--- src/rtl/assert_macros.svh ---
// Assertion macros for the RTL.
`ifndef ASSERT_MACROS_SVH
`define ASSERT_MACROS_SVH

`ifndef SYNTHESIS

`define ASSERT_CLK(name, clk, rst_n, prop) \
	name: assert property (@(posedge clk) disable iff (!rst_n) prop) \
		else $error("assertion failed");

`define ASSERT_ALWAYS(name, clk, prop) \
	name: assert property (@(posedge clk) prop) \
		else $error("assertion failed");

`else

`define ASSERT_CLK(name, clk, rst_n, prop)

`define ASSERT_ALWAYS(name, clk, prop)

`endif

`endif

--- src/rtl/uer_pkg.sv ---
`timescale 1ns / 1ps

package uer_pkg;

	localparam int LEVEL_BITS = 10;
	localparam int CFG_W      = 16;
	localparam int CNT_W      = 17;
	localparam int TOF_W      = 32;
	localparam int IDX_W      = 3;

	localparam logic [CNT_W-1:0] CNT_MAX = 17'h10000;

	localparam logic [LEVEL_BITS-1:0] THRESHOLD_RST  = LEVEL_BITS'(800);
	localparam logic [CFG_W-1:0]      TRIG_TICKS_RST = 16'd10;
	localparam logic [CFG_W-1:0]      START_TO_RST   = 16'd60;
	localparam logic [CFG_W-1:0]      ECHO_MAX_RST   = 16'd23;
	localparam logic [CFG_W-1:0]      REST_TICKS_RST = 16'd60;
	localparam logic [CFG_W-1:0]      TICK_US_RST    = 16'd1000;

	localparam logic [IDX_W-1:0] REG_LEVEL_THRESHOLD    = 3'd0;
	localparam logic [IDX_W-1:0] REG_TRIGGER_TICKS      = 3'd1;
	localparam logic [IDX_W-1:0] REG_ECHO_START_TIMEOUT = 3'd2;
	localparam logic [IDX_W-1:0] REG_ECHO_MAX_TICKS     = 3'd3;
	localparam logic [IDX_W-1:0] REG_REST_TICKS         = 3'd4;
	localparam logic [IDX_W-1:0] REG_TICK_US            = 3'd5;

	typedef enum logic [1:0] {
		PH_TRIG    = 2'd0,
		PH_AWAIT   = 2'd1,
		PH_MEASURE = 2'd2,
		PH_REST    = 2'd3
	} phase_t;

	typedef struct packed {
		logic [LEVEL_BITS-1:0] level_threshold;
		logic [CFG_W-1:0]      trigger_ticks;
		logic [CFG_W-1:0]      echo_start_timeout;
		logic [CFG_W-1:0]      echo_max_ticks;
		logic [CFG_W-1:0]      rest_ticks;
		logic [CFG_W-1:0]      tick_us;
	} cfg_t;

	typedef struct packed {
		logic             trigger_level;
		phase_t           phase;
		logic [CNT_W-1:0] echo_ticks;
		logic             no_echo;
		logic             done_res;
	} seq_res_t;

endpackage

--- src/rtl/uer_cfg.sv ---
`timescale 1ns / 1ps

module uer_cfg
	import uer_pkg::*;
(
	input  logic             clk,
	input  logic             arst_n,
	input  logic             cfg_we,
	input  logic [IDX_W-1:0] cfg_index,
	input  logic [CFG_W-1:0] cfg_data,
	output cfg_t             cfg
);

	cfg_t cfg_q;

	always_ff @(posedge clk or negedge arst_n) begin
		if (!arst_n) begin
			cfg_q.level_threshold    <= THRESHOLD_RST;
			cfg_q.trigger_ticks      <= TRIG_TICKS_RST;
			cfg_q.echo_start_timeout <= START_TO_RST;
			cfg_q.echo_max_ticks     <= ECHO_MAX_RST;
			cfg_q.rest_ticks         <= REST_TICKS_RST;
			cfg_q.tick_us            <= TICK_US_RST;
		end else if (cfg_we) begin
			case (cfg_index)
				REG_LEVEL_THRESHOLD:    cfg_q.level_threshold <= cfg_data[LEVEL_BITS-1:0];
				REG_TRIGGER_TICKS:      cfg_q.trigger_ticks <= cfg_data;
				REG_ECHO_START_TIMEOUT: cfg_q.echo_start_timeout <= cfg_data;
				REG_ECHO_MAX_TICKS:     cfg_q.echo_max_ticks <= cfg_data;
				REG_REST_TICKS:         cfg_q.rest_ticks <= cfg_data;
				REG_TICK_US:            cfg_q.tick_us <= cfg_data;
				default: ;
			endcase
		end
	end

	assign cfg = cfg_q;

endmodule

--- src/rtl/uer_seq.sv ---
`timescale 1ns / 1ps
`include "assert_macros.svh"

module uer_seq
	import uer_pkg::*;
(
	input  logic                  clk,
	input  logic                  arst_n,
	input  cfg_t                  cfg,
	input  logic                  valid_s1,
	input  logic [LEVEL_BITS-1:0] level_s1,
	output logic                  ready_s2,
	output logic                  valid_s2,
	output seq_res_t              res_s2,
	input  logic                  ready_s3
);

	phase_t           phase_q, phase_d;
	logic [CNT_W-1:0] tick_count_q, tick_count_d, cnt_inc;
	logic             trigger_q, trigger_d;
	logic [CNT_W-1:0] echo_len_q, echo_len_d;
	logic             no_echo_q, no_echo_d;
	logic             done_d;
	logic             adv;

	assign ready_s2 = !valid_s2 || ready_s3;
	assign adv      = valid_s1 && ready_s2;
	assign cnt_inc  = tick_count_q + CNT_W'(1);

	always_comb begin
		phase_d      = phase_q;
		tick_count_d = cnt_inc;
		trigger_d    = trigger_q;
		echo_len_d   = echo_len_q;
		no_echo_d    = no_echo_q;
		done_d       = 1'b0;
		case (phase_q)
			PH_TRIG: begin
				trigger_d = 1'b1;
				if (cnt_inc > {1'b0, cfg.trigger_ticks}) begin
					trigger_d    = 1'b0;
					phase_d      = PH_AWAIT;
					tick_count_d = '0;
				end
			end
			PH_AWAIT: begin
				if (level_s1 > cfg.level_threshold) begin
					phase_d      = PH_MEASURE;
					tick_count_d = '0;
				end else if (cnt_inc > {1'b0, cfg.echo_start_timeout}) begin
					phase_d      = PH_TRIG;
					tick_count_d = '0;
				end
			end
			PH_MEASURE: begin
				if (level_s1 < cfg.level_threshold) begin
					phase_d      = PH_REST;
					echo_len_d   = cnt_inc;
					no_echo_d    = 1'b0;
					tick_count_d = '0;
					done_d       = 1'b1;
				end else if (cnt_inc > {1'b0, cfg.echo_max_ticks}) begin
					phase_d      = PH_TRIG;
					echo_len_d   = '0;
					no_echo_d    = 1'b1;
					tick_count_d = '0;
					done_d       = 1'b1;
				end
			end
			PH_REST: begin
				if (cnt_inc > {1'b0, cfg.rest_ticks}) begin
					phase_d      = PH_TRIG;
					tick_count_d = '0;
				end
			end
			default: begin
				phase_d      = PH_TRIG;
				tick_count_d = '0;
			end
		endcase
	end

	always_ff @(posedge clk or negedge arst_n) begin
		if (!arst_n) begin
			phase_q      <= PH_TRIG;
			tick_count_q <= '0;
			trigger_q    <= 1'b0;
			echo_len_q   <= '0;
			no_echo_q    <= 1'b0;
			valid_s2     <= 1'b0;
		end else begin
			if (adv) begin
				phase_q      <= phase_d;
				tick_count_q <= tick_count_d;
				trigger_q    <= trigger_d;
				echo_len_q   <= echo_len_d;
				no_echo_q    <= no_echo_d;
			end
			if (ready_s2) begin
				valid_s2 <= valid_s1;
			end
		end
	end

	always_ff @(posedge clk) begin
		if (adv) begin
			res_s2.trigger_level <= trigger_d;
			res_s2.phase         <= phase_d;
			res_s2.echo_ticks    <= echo_len_d;
			res_s2.no_echo       <= no_echo_d;
			res_s2.done_res      <= done_d;
		end
	end

	`ASSERT_CLK(a_cnt_bound, clk, arst_n, tick_count_q <= CNT_MAX)
	`ASSERT_CLK(a_trig_phase, clk, arst_n, trigger_q |-> phase_q == PH_TRIG)
	`ASSERT_CLK(a_no_echo_zero, clk, arst_n, no_echo_q |-> echo_len_q == '0)
	`ASSERT_CLK(a_hold_state, clk, arst_n, !adv |=> $stable(phase_q) && $stable(tick_count_q))
	`ASSERT_CLK(a_done_phase, clk, arst_n, valid_s2 && res_s2.done_res |-> res_s2.phase == PH_REST || res_s2.phase == PH_TRIG)

endmodule

--- src/rtl/uer_tof.sv ---
`timescale 1ns / 1ps

module uer_tof
	import uer_pkg::*;
(
	input  logic             clk,
	input  logic             arst_n,
	input  logic [CFG_W-1:0] tick_us,
	input  logic             valid_s2,
	input  seq_res_t         res_s2,
	output logic             ready_s3,
	output logic             valid_s3,
	output seq_res_t         res_s3,
	output logic [TOF_W-1:0] flight_s3,
	input  logic             out_ready
);

	logic [CNT_W+CFG_W-1:0] product;

	assign ready_s3 = !valid_s3 || out_ready;
	assign product  = CNT_W'(res_s2.echo_ticks) * (CNT_W+CFG_W)'(tick_us);

	always_ff @(posedge clk or negedge arst_n) begin
		if (!arst_n) begin
			valid_s3 <= 1'b0;
		end else if (ready_s3) begin
			valid_s3 <= valid_s2;
		end
	end

	always_ff @(posedge clk) begin
		if (ready_s3 && valid_s2) begin
			res_s3    <= res_s2;
			flight_s3 <= product[TOF_W-1:0];
		end
	end

endmodule

--- src/rtl/ultrasonic_echo_ranger.sv ---
`timescale 1ns / 1ps

// Ultrasonic echo ranger: trigger / await / measure / rest sequencer driven by timer ticks.
// Input channel: in_valid / in_ready with echo_level, one word per timer tick.
// Output channel: out_valid / out_ready with one result word per input word:
//   trigger_level, phase, echo_ticks, no_echo, done_res and flight_time_us.
// Configuration: cfg_we writes cfg_data into register cfg_index (0 threshold,
//   1 trigger ticks, 2 echo start timeout, 3 echo max ticks, 4 rest ticks,
//   5 tick length in us); other indexes are ignored. Write only while idle.
// Pipeline: input register, sequencer update into a result register, then the
//   tick-length multiplier into the output register.
// Path: an accepted word moves from the input register to the result register, then to the
//   output register. Throughput: one word per cycle while out_ready is high.
// Reset: clears the sequencer to trigger phase with zero count, echo length and
//   flags, restores register defaults and empties the pipeline.
// Stall: each stage holds while the next one is full; with out_ready low the
//   three stages fill and in_ready drops, and no word is lost or repeated.

module ultrasonic_echo_ranger
	import uer_pkg::*;
(
	input  logic                  clk,
	input  logic                  arst_n,
	input  logic                  cfg_we,
	input  logic [IDX_W-1:0]      cfg_index,
	input  logic [CFG_W-1:0]      cfg_data,
	input  logic                  in_valid,
	output logic                  in_ready,
	input  logic [LEVEL_BITS-1:0] echo_level,
	output logic                  out_valid,
	input  logic                  out_ready,
	output logic                  trigger_level,
	output logic [1:0]            phase,
	output logic [CNT_W-1:0]      echo_ticks,
	output logic                  no_echo,
	output logic                  done_res,
	output logic [TOF_W-1:0]      flight_time_us
);

	cfg_t                  cfg;
	logic                  valid_s1;
	logic [LEVEL_BITS-1:0] level_s1;
	logic                  ready_s2, valid_s2, ready_s3;
	seq_res_t              res_s2, res_s3;

	assign in_ready = !valid_s1 || ready_s2;

	always_ff @(posedge clk or negedge arst_n) begin
		if (!arst_n) begin
			valid_s1 <= 1'b0;
		end else if (in_ready) begin
			valid_s1 <= in_valid;
		end
	end

	always_ff @(posedge clk) begin
		if (in_ready && in_valid) begin
			level_s1 <= echo_level;
		end
	end

	uer_cfg u_cfg (
		.clk       (clk),
		.arst_n    (arst_n),
		.cfg_we    (cfg_we),
		.cfg_index (cfg_index),
		.cfg_data  (cfg_data),
		.cfg       (cfg)
	);

	uer_seq u_seq (
		.clk      (clk),
		.arst_n   (arst_n),
		.cfg      (cfg),
		.valid_s1 (valid_s1),
		.level_s1 (level_s1),
		.ready_s2 (ready_s2),
		.valid_s2 (valid_s2),
		.res_s2   (res_s2),
		.ready_s3 (ready_s3)
	);

	uer_tof u_tof (
		.clk       (clk),
		.arst_n    (arst_n),
		.tick_us   (cfg.tick_us),
		.valid_s2  (valid_s2),
		.res_s2    (res_s2),
		.ready_s3  (ready_s3),
		.valid_s3  (out_valid),
		.res_s3    (res_s3),
		.flight_s3 (flight_time_us),
		.out_ready (out_ready)
	);

	assign trigger_level = res_s3.trigger_level;
	assign phase         = res_s3.phase;
	assign echo_ticks    = res_s3.echo_ticks;
	assign no_echo       = res_s3.no_echo;
	assign done_res      = res_s3.done_res;

endmodule

--- config.mk ---
export PLATFORM = sky130hd
export DESIGN_NAME = ultrasonic_echo_ranger
export DESIGN_NICKNAME = d
export VERILOG_FILES = /design/src/rtl/uer_pkg.sv /design/src/rtl/uer_cfg.sv /design/src/rtl/uer_seq.sv /design/src/rtl/uer_tof.sv /design/src/rtl/ultrasonic_echo_ranger.sv
export VERILOG_INCLUDE_DIRS = /design/src /design/src/rtl
export SDC_FILE = /design/constraint.sdc
export NUM_CORES = 1
export LEC_CHECK = 0
export BUFFER_PORTS_ARGS = -buffer_cell sky130_fd_sc_hd__buf_4
export CORE_MARGIN = 3
export CORE_UTILIZATION = 32
export CTS_BUF_LIST = sky130_fd_sc_hd__clkbuf_4
export DETAILED_ROUTE_END_ITERATION = 16
export GPL_TIMING_DRIVEN = 0
export PLACE_DENSITY = 0.52
export SETUP_SLACK_MARGIN = 0.02
export SLEW_MARGIN = 20
export SYNTH_ARGS = -nofsm -noshare
export SYNTH_HDL_FRONTEND = slang
export SYNTH_SLANG_ARGS = --single-unit
--- constraint.sdc ---
create_clock -name clk -period 8.4 [get_ports clk]
set_clock_uncertainty 0.1 [all_clocks]
set_input_delay 2.52 -clock clk [delete_from_list [all_inputs] [get_ports clk]]
set_output_delay 2.52 -clock clk [all_outputs]
set_load 0.1 [all_outputs]
[After elaboration in Yosys (flattened, before gate mapping)]
Cells that the tools add are included.
Word-level totals
  logic and storage cells: 83
  memories: 0
  bits in latches: 0
  flip-flop bits (word level): 217
  input bits: 34
  bits in read-only memories: 0
  bits in writable memories: 0
Operators by class
  mux-type cells: 24
  $lt $le $gt $ge: 6
  bitwise operators: 0
  multipliers: 1
  reductions and logical operators: 17
  add/sub/neg operators: 1
  equal/unequal tests: 8
  shifts and indexed selects: 0
  divide/modulo/power cells: 0
Operators with widths (count)
  2-to-1 mux 17 bit: 9
  > comparator 17 x 16 -> 1 bit: 4
  case mux 17 bit (4 select lines): 1
  multiplier 17 x 16 -> 32 bit: 1
  adder 17 x 1 -> 17 bit, second input constant: 1
  2-to-1 mux 2 bit: 6
  AND reduction 2 bit: 6
  > comparator 10 bit: 1
  < comparator 10 bit: 1
  case mux 2 bit (4 select lines): 1
  2-to-1 mux 1 bit: 7
  == test 3 x 2 -> 1 bit, second input constant: 2
  == test 3 bit, second input constant: 2
  == test 2 bit, second input constant: 2
  == test 3 x 1 -> 1 bit, second input constant: 1
  logical AND 1 bit: 3
  zero test 1 bit: 3
  zero test 3 bit: 1
  logical OR 1 bit: 3
  == test 2 x 1 -> 1 bit, second input constant: 1
  zero test 2 bit: 1

[Depth between registers and ports, before layout]
Gate-level depths: netlist of the first run.
  depth after elaboration: 5
  depth in mapped cells: 24

[Cells and area by module]
Synthesis of the first run repeated with hierarchy kept, for this count alone.
Unflattened totals
  cell total of the unflattened synthesis: 1860
  area, all modules: 19558.8 µm²
By module, submodules not included
  uer_tof: sequential area each 1646.6 µm², times used 1, cells an instance 1089, area each 10684.0 µm²
  uer_seq: sequential area each 1636.6 µm², times used 1, cells an instance 562, area each 4952.2 µm²
  uer_cfg: sequential area each 2280.9 µm², times used 1, cells an instance 195, area each 3568.4 µm²
  ultrasonic_echo_ranger: sequential area each 325.3 µm², times used 1, cells an instance 14, area each 354.1 µm²

[Worst setup path after synthesis of the first run]
Ideal clock, no wire load.
  kind: register to register
  start: register, netlist name u_cfg.cfg[7]
  end: register u_tof.flight_s3[29] (data pin)
  cell stages (with the launch flop): 25
  path slack: 2.035 ns
  period minus slack after synthesis: 6.365 ns
  data arrival time: 6.006 ns
  required time: 8.041 ns
  cells stage by stage: dfstp_2 clkbuf_1 clkbuf_1 nand2_1 fa_1 inv_1 fa_1 inv_1 fa_1 inv_1 fa_1 fa_1 inv_1 fa_1 inv_1 ha_1 clkbuf_1 a21o_1 nand2_1 a31o_2 a31oi_1 a221o_1 a211oi_2 o21ai_0 xnor2_1
On the way
  word-level cells in the longest chain between the ends: 1
RTL lines
  multiplier 17 x 16 -> 32 bit: line uer_tof.sv:21  | assign product = CNT_W'(res_s2.echo_ticks) * (CNT_W+CFG_W)'(tick_us);
  named net u_tof.product[29]: line uer_tof.sv:18  | logic [CNT_W+CFG_W-1:0] product;
  end signal, assigned: line uer_tof.sv:34  | flight_s3 <= product[TOF_W-1:0];
  end, declared: line uer_tof.sv:14  | output logic [TOF_W-1:0] flight_s3,
The timed path passes the listed nets, and every way through them passes these cells.
A chain may end at the register's enable or synchronous reset.

[Final worst setup path of the first run]
  start: register, netlist name u_cfg.cfg[7]
  end: register u_tof.flight_s3[30] (data pin)
On the way
  word-level cells in the longest chain between the ends: 1
RTL lines (line)
  multiplier 17 x 16 -> 32 bit: uer_tof.sv:21
  named net u_tof.product[30]: uer_tof.sv:18
The timed path passes the listed nets, and every way through them passes these cells.

==> results of run 1 <==
## metal layers
metal,vias to the layer above,wire [µm]
li1,6411,-
met1,6805,21310
met2,318,23380
met3,92,2482
met4,0,1545
met5,-,0
## worst paths after layout
path	slack [ns]	startpoint	endpoint	cells past startpoint
worst max-delay path	0.55	u_cfg.cfg[7]$_DFFE_PN1P_	u_tof.flight_s3[30]$_DFFE_PP_	22
worst min-delay path	0.32	u_seq.res_s2[1]$_DFFE_PP_	u_tof.res_s3[1]$_DFFE_PP_	0
worst max register to register	0.55	u_cfg.cfg[7]$_DFFE_PN1P_	u_tof.flight_s3[30]$_DFFE_PP_	22
worst min register to register	0.32	u_seq.res_s2[1]$_DFFE_PP_	u_tof.res_s3[1]$_DFFE_PP_	0
max in group asynchronous	5.81	arst_n	u_cfg.cfg[3]$_DFFE_PN1P_	2
min in group asynchronous	1.55	arst_n	u_cfg.cfg[84]$_DFFE_PN0P_	1
## layout make-up
cell class | instances | area share, %
tap | 765 | 4.454
clock buffer | 106 | 3.703
inverter | 336 | 5.869
antenna | 1 | 0.01165
multi-input combinational | 1253 | 53.19
timing repair buffer | 91 | 3.400
buffer | 69 | 1.380
clock inverter | 18 | 0.5881
sequential | 217 | 27.41
## Yosys cell counts, drive strengths merged (34+ instances only)
cell and number:
a21oi 36, and2 147, clkbuf 60, dfrtp 108, edfxtp 86, fa 207, ha 176, inv 336
mux2 39, nand2 255, nor2 34, o21ai 119
## metrics by stage
step	setup WS, ns	instances	area, µm²	util (%)	hold slack [ns]
detailed placement	0.5114	2731	20560	35.44	0.3061
CTS	0.5182	2855	21490	37.03	0.3185
floorplan	2.035	1875	18870	-	0.3003
finish	0.5480	2856	21490	37.03	0.3178
global route	0.1765	2856	21490	37.03	0.3189
global placement	0.6110	2729	20490	35.32	0.3074
## state kept, by name, summed over array words and instances (netlist names)
| name | count |
|---|---|
| u_seq.echo_len_q | 17 |
| u_seq.no_echo_q | 1 |
| u_tof.flight_s3 | 32 |
| level_s1 | 10 |
| u_seq.phase_q | 2 |
| valid_s1 | 1 |
| u_seq.tick_count_q | 17 |
| u_seq.valid_s2 | 1 |
| u_seq.res_s2 | 22 |
| u_tof.valid_s3 | 1 |
| u_tof.res_s3 | 22 |
| u_seq.trigger_q | 1 |
| u_cfg.cfg | 90 |
## logic make-up after synthesis
family	Yosys count	synth area share, %
xor+xnor	46	2.135
compound gates	256	8.641
flops	217	31.21
mux	40	2.381
buf+inv	405	8.256
simple gates	528	13.74
fa+ha+maj	383	33.63
==> impl_summary.log, run 1 <==
[metrics] result of the run: finished, final reports clean
[metrics] data required time at the worst endpoint: 8.82 ns
[metrics] area occupied by multi-input gates: 11430 µm²
[metrics] Clock Tree Buf Depth: 3
[metrics] DPL Wire Length: 37.81 mm
[metrics] data arrival at the endpoint of the critical path: 8.27 ns
[metrics] slew margin rel.: 40.17%
[metrics] aggregate routed wire length: 48.72 mm
[metrics] worst-path cell chain: clkbuf_1 > clkbuf_1 > nand2_1 > fa_1 > inv_1 > fa_1 > fa_1 > fa_1 > fa_1 > inv_1 > fa_1 > inv_1 > ha_1 > clkbuf_1 > nand4_1 > a211oi_1 > o21ai_0 > a31oi_1 > nor3_1 > o41ai_1 > a21oi_1 > xnor2_1
[metrics] clock transition at the registers of the reported paths: 0.06 ns
[metrics] detailed-route DRC error count: 0
[metrics] layout cell share with drive strength beyond 1: 14.21%
[metrics] die outline area: 61910 µm²
[metrics] number of standard-cell rows in the floorplan: 88
[metrics] Yosys cell types: 68
[metrics] min cycle time layout: 7.852 ns
[metrics] Die Ht: 248.8 µm
[metrics] number of max-capacitance violations reported: 0
[metrics] Routed wire per std cell: 17.06 µm
[metrics] upper clock frequency limit: 0.1274 GHz
[metrics] setup fix buffers added after clock tree synthesis: 0
[metrics] DRT iter0 DRCs: 698
[metrics] total of flip-flops plus latches after synthesis: 217
[metrics] routability congestion estimate from global placement: 0.8552
[metrics] area of the mapped netlist: 18870 µm²
[metrics] hold bufs inserted after CTS: 0
[metrics] width of the die: 248.8 µm
[metrics] RSZ-0062 raised after global routing: no
[metrics] # IOs: 90
[metrics] maximum fanout count along the critical path: 10
[metrics] number of flops mapped to enable cells by yosys: 86
[metrics] highest-count cells in the layout ignoring fill and taps: inv_1 (336), nand2_1 (255), fa_1 (207)
[metrics] syn avg cell area: 10.06 µm²
[metrics] number of nets in the layout: 2453
[metrics] clock net sink count: 217
[metrics] sum of buffers and inverters on the critical path: 6
[metrics] flip-flop cell with the highest count after synthesis: dfrtp_1
[metrics] global routing usage on met1: 20.72%
[metrics] CP max-delay cell: fa_1
[metrics] Fin. Hold Viols: 0
[metrics] GRT met2 Usage: 26.66%
[metrics] number of pins exceeding their max-slew limit in the final report: 0
[metrics] Via Count: 13630
[metrics] Root Driver: clkbuf_4
[metrics] largest net degree at the start of global routing: 77
[metrics] fin crit share: 93.48%
[metrics] fraction of post-synthesis cell area in the top cell type by area: 21.96%
[metrics] type of the worst setup path: register to register
[metrics] delay contributed by the slowest stage of the critical path: 0.57 ns
[metrics] insertion delay of the later-clocked pin in the worst-skew pair: 0.79 ns
[metrics] critical path capture point type: register
[metrics] setup tns final: 0 ns
[metrics] Synth Instances: 1875
[metrics] Synthesis Warnings: 0
[metrics] global-route wire length before repair: 78.52 mm
[metrics] startpoint types: register
[metrics] family with the most delay on the worst path: adder cells
[metrics] via count of the first global-routing pass: 14570
[metrics] number of port buffers: 89
[metrics] routing usage on met3: 3.331%
[metrics] sequential standard cell area: 5889 µm²
[metrics] via-per-instance ratio: 4.771
[metrics] Worst path most repeated cell: fa_1
[metrics] Starting Density: 32.52%
[metrics] signed area change from the synthesized netlist to the final layout: 13.89%
[metrics] main area contributors after synthesis: fa_1 (22%), dfrtp_1 (14%), edfxtp_1 (14%)
[metrics] grt peak-use layer: met2
[metrics] number of filler instances in the final layout: 5873
[metrics] Final Setup Violations: 0
[metrics] Floorplan Core Area: 58030 µm²
[metrics] area leader, netlist: fa_1
[metrics] class of the tightest hold or removal check: register to register
[metrics] number of buffers added by the clock tree synthesis step: 68
[metrics] post-route antenna net violation count: 0
[metrics] share of async-settable or async-resettable flops after synthesis: 60.37%
[metrics] overall overflow remaining after global route: 0
[metrics] number of optimization iterations in the first detailed-route pass: 7
[metrics] htree depth: 3
[metrics] number of antenna violations at the first check in global routing: 1
[metrics] post-CTS resize count: 0
[metrics] leading cell type in the layout, fill and taps excluded: inv_1
[metrics] number of nets in the synthesized netlist: 2292
[metrics] actual slew at the worst max-slew pin: 0.8881 ns
[metrics] overall fraction of global-route tracks in use: 16.05%
[metrics] share of synthesized area occupied by flip-flops and latches: 31.21%
[metrics] TritonCTS clock tree: yes
Power of run 1 is left out: the tool's default activity adds up to more than one toggle a clock period on the data nets, which glitch-free logic cannot reach.
==> run 2, diff against run 1 <==
--- a/config.mk
+++ b/config.mk
@@ -6,6 +6,7 @@
 export SDC_FILE = /design/constraint.sdc
 export NUM_CORES = 1
 export LEC_CHECK = 0
+export ABC_AREA = 1
 export BUFFER_PORTS_ARGS = -buffer_cell sky130_fd_sc_hd__buf_4
 export CORE_MARGIN = 3
 export CORE_UTILIZATION = 32
==> impl_summary.log, run 2 <==
[metrics] number of filler instances in the final layout: 6139
[metrics] data arrival at the endpoint of the critical path: 7.69 ns
[metrics] actual slew at the worst max-slew pin: 0.8258 ns
[metrics] setup fix buffers added after clock tree synthesis: 0
[metrics] detailed-route DRC error count: 0
[metrics] Worst path depth: 23
[metrics] Synth Instances: 2295
[metrics] number of pins exceeding their max-slew limit in the final report: 0
[metrics] startpoint types: register
[metrics] post-CTS resize count: 0
[metrics] top cells by instance count after synthesis: nand2_1 (601), inv_1 (554), fa_1 (207)
[metrics] via-per-instance ratio: 4.497
[metrics] number of flops mapped to enable cells by yosys: 86
[metrics] maximum fanout count along the critical path: 10
[metrics] htree depth: 2
[metrics] leading cell type in the layout, fill and taps excluded: nand2_1
[metrics] number of max-capacitance violations reported: 0
[metrics] fin crit share: 86.53%
[metrics] share of async-settable or async-resettable flops after synthesis: 60.37%
[metrics] TritonCTS clock tree: yes
[metrics] Post-Route Hold Slack: 0.3221 ns
[metrics] worst-path cell chain: clkbuf_1 > clkbuf_1 > nand2_1 > fa_1 > inv_1 > fa_1 > inv_1 > fa_1 > inv_1 > fa_1 > fa_1 > inv_1 > fa_1 > inv_1 > ha_1 > nand2_1 > inv_1 > a21oi_1 > a21boi_0 > o21ai_0 > nand2_1 > nand2_1 > xor2_1
[metrics] clock transition at the registers of the reported paths: 0.07 ns
[metrics] area of the mapped netlist: 19490 µm²
[metrics] highest-count cells in the layout ignoring fill and taps: nand2_1 (601), inv_1 (554), fa_1 (207)
[metrics] share of synthesized area occupied by flip-flops and latches: 30.22%
[metrics] Yosys cell types: 45
[metrics] sequential standard cell area: 5889 µm²
[metrics] Final Setup Violations: 0
[metrics] final core utilization: 37.07%
[metrics] min cycle time layout: 7.269 ns
[metrics] Clock Tree Buf Depth: 3
[metrics] class of the tightest hold or removal check: register to register
[metrics] Worst R2R Path Depth: 23
[metrics] setup tns final: 0 ns
[metrics] DPL Wire Length: 42.45 mm
[metrics] dominant cell by count in the synthesized netlist: nand2_1
[metrics] via count of the first global-routing pass: 15540
[metrics] RSZ-0062 raised after global routing: no
[metrics] number of port buffers: 89
[metrics] number of antenna violations at the first check in global routing: 2
[metrics] number of standard-cell rows in the floorplan: 89
[metrics] global-route wire length before repair: 84.82 mm
[metrics] Floorplan Core Area: 59580 µm²
[metrics] number of cells on the worst hold path: 0
[metrics] number of nets in the layout: 2866
[metrics] fraction of post-synthesis cell area in the top cell type by area: 21.26%
[metrics] number of optimization iterations in the first detailed-route pass: 5
[metrics] Cell Area, Placed: 21220 µm²
[metrics] layout cell share with drive strength beyond 1: 11.12%
[metrics] Starting Density: 32.71%
[metrics] Routed wire per std cell: 16.25 µm
[metrics] type of the worst setup path: register to register
[metrics] area leader, netlist: fa_1
[metrics] aggregate routed wire length: 53.25 mm
[metrics] Synthesis Warnings: 0
[metrics] main area contributors after synthesis: fa_1 (21%), dfrtp_1 (14%), edfxtp_1 (13%)
[metrics] number of buffers added by the clock tree synthesis step: 60
[metrics] hold bufs inserted after CTS: 0
[metrics] overall fraction of global-route tracks in use: 17.11%
[metrics] number of nets in the synthesized netlist: 2712
[metrics] Die Ht: 252.8 µm
[metrics] post-route standard cell area excluding fillers: 22080 µm²
[metrics] clock net sink count: 217
[metrics] sum of buffers and inverters on the critical path: 8
[metrics] slew margin rel.: 44.76%
[metrics] signed area change from the synthesized netlist to the final layout: 13.32%
[metrics] width of the die: 252.8 µm
[metrics] delay contributed by the slowest stage of the critical path: 0.56 ns
[metrics] total of flip-flops plus latches after synthesis: 217
[metrics] max reg flops: 90
[metrics] area occupied by multi-input gates: 11140 µm²
[metrics] DRT iter0 DRCs: 746
[metrics] die outline area: 63900 µm²
[metrics] overall overflow remaining after global route: 0
[metrics] routability congestion estimate from global placement: 0.8871
[metrics] post-route antenna net violation count: 0
[metrics] critical path capture point type: register
[metrics] CP max-delay cell: fa_1
[metrics] flip-flop cell with the highest count after synthesis: dfrtp_1
[metrics] syn avg cell area: 8.491 µm²
[metrics] data required time at the worst endpoint: 8.83 ns
[metrics] family with the most delay on the worst path: adder cells
[metrics] result of the run: finished, final reports clean
[metrics] # IOs: 90
[metrics] Via Count: 14740
[metrics] insertion delay of the later-clocked pin in the worst-skew pair: 0.81 ns
[metrics] upper clock frequency limit: 0.1376 GHz
[metrics] Root Driver: clkbuf_4
[metrics] largest net degree at the start of global routing: 93
[metrics] Fin. Hold Viols: 0
[run 2: through the flow]
step / instances / setup slack [ns]
3_5_place_dp: 3160 / 1.237
6_report: 3277 / 1.131
4_1_cts: 3274 / 1.203
2_1_floorplan: 2295 / 2.410
5_1_grt: 3276 / 0.7616
3_3_place_gp: 3157 / 0.7614
[run 2: per-layer routing]
metal | vias to the layer above | GRT usage, % | part of all wire, %
li1 | 7222 | - | -
met1 | 7100 | 22.44 | 45
met2 | 329 | 29.12 | 48
met3 | 87 | 2.660 | 4.4
met4 | 0 | 5.322 | 2.6
met5 | - | 0 | 0
[run 2: final cells by class]
class	count	share of cell area, %
antenna	3	0.03399
buffer	93	1.745
clock buffer	92	3.127
clock inverter	22	0.7309
inverter	556	9.450
multi-input combinational	1429	50.43
sequential	217	26.67
tap	773	4.380
timing repair buffer	92	3.433
[run 2: final timing paths]
path	start	to	slack, ns
max in group asynchronous	arst_n	u_cfg.cfg[88]$_DFFE_PN1P_	5.89
min	u_seq.res_s2[0]$_SDFFCE_PN0P_	u_tof.res_s3[0]$_DFFE_PP_	0.32
max reg2reg	u_cfg.cfg[7]$_DFFE_PN1P_	u_tof.flight_s3[23]$_DFFE_PP_	1.13
min reg2reg	u_seq.res_s2[0]$_SDFFCE_PN0P_	u_tof.res_s3[0]$_DFFE_PP_	0.32
min in group asynchronous	arst_n	u_seq.echo_len_q[0]$_DFFE_PN0P_	1.50
max	u_cfg.cfg[7]$_DFFE_PN1P_	u_tof.flight_s3[23]$_DFFE_PP_	1.13
[run 2: cell families (layout without fill, tap and decap cells)]
logic type	after synthesis	after routing	share of synthesized area [%]
AND/OR/NAND/NOR	779	779	16.24
adder cells (fa/ha/maj)	383	383	32.56
XOR/XNOR	44	44	2.055
buffers and inverters	649	855	12.69
AO/OA/AOI/OAI	223	223	6.234
other	0	3	0
flip-flops	217	217	30.22
Power of run 2 is left out for the same reason.
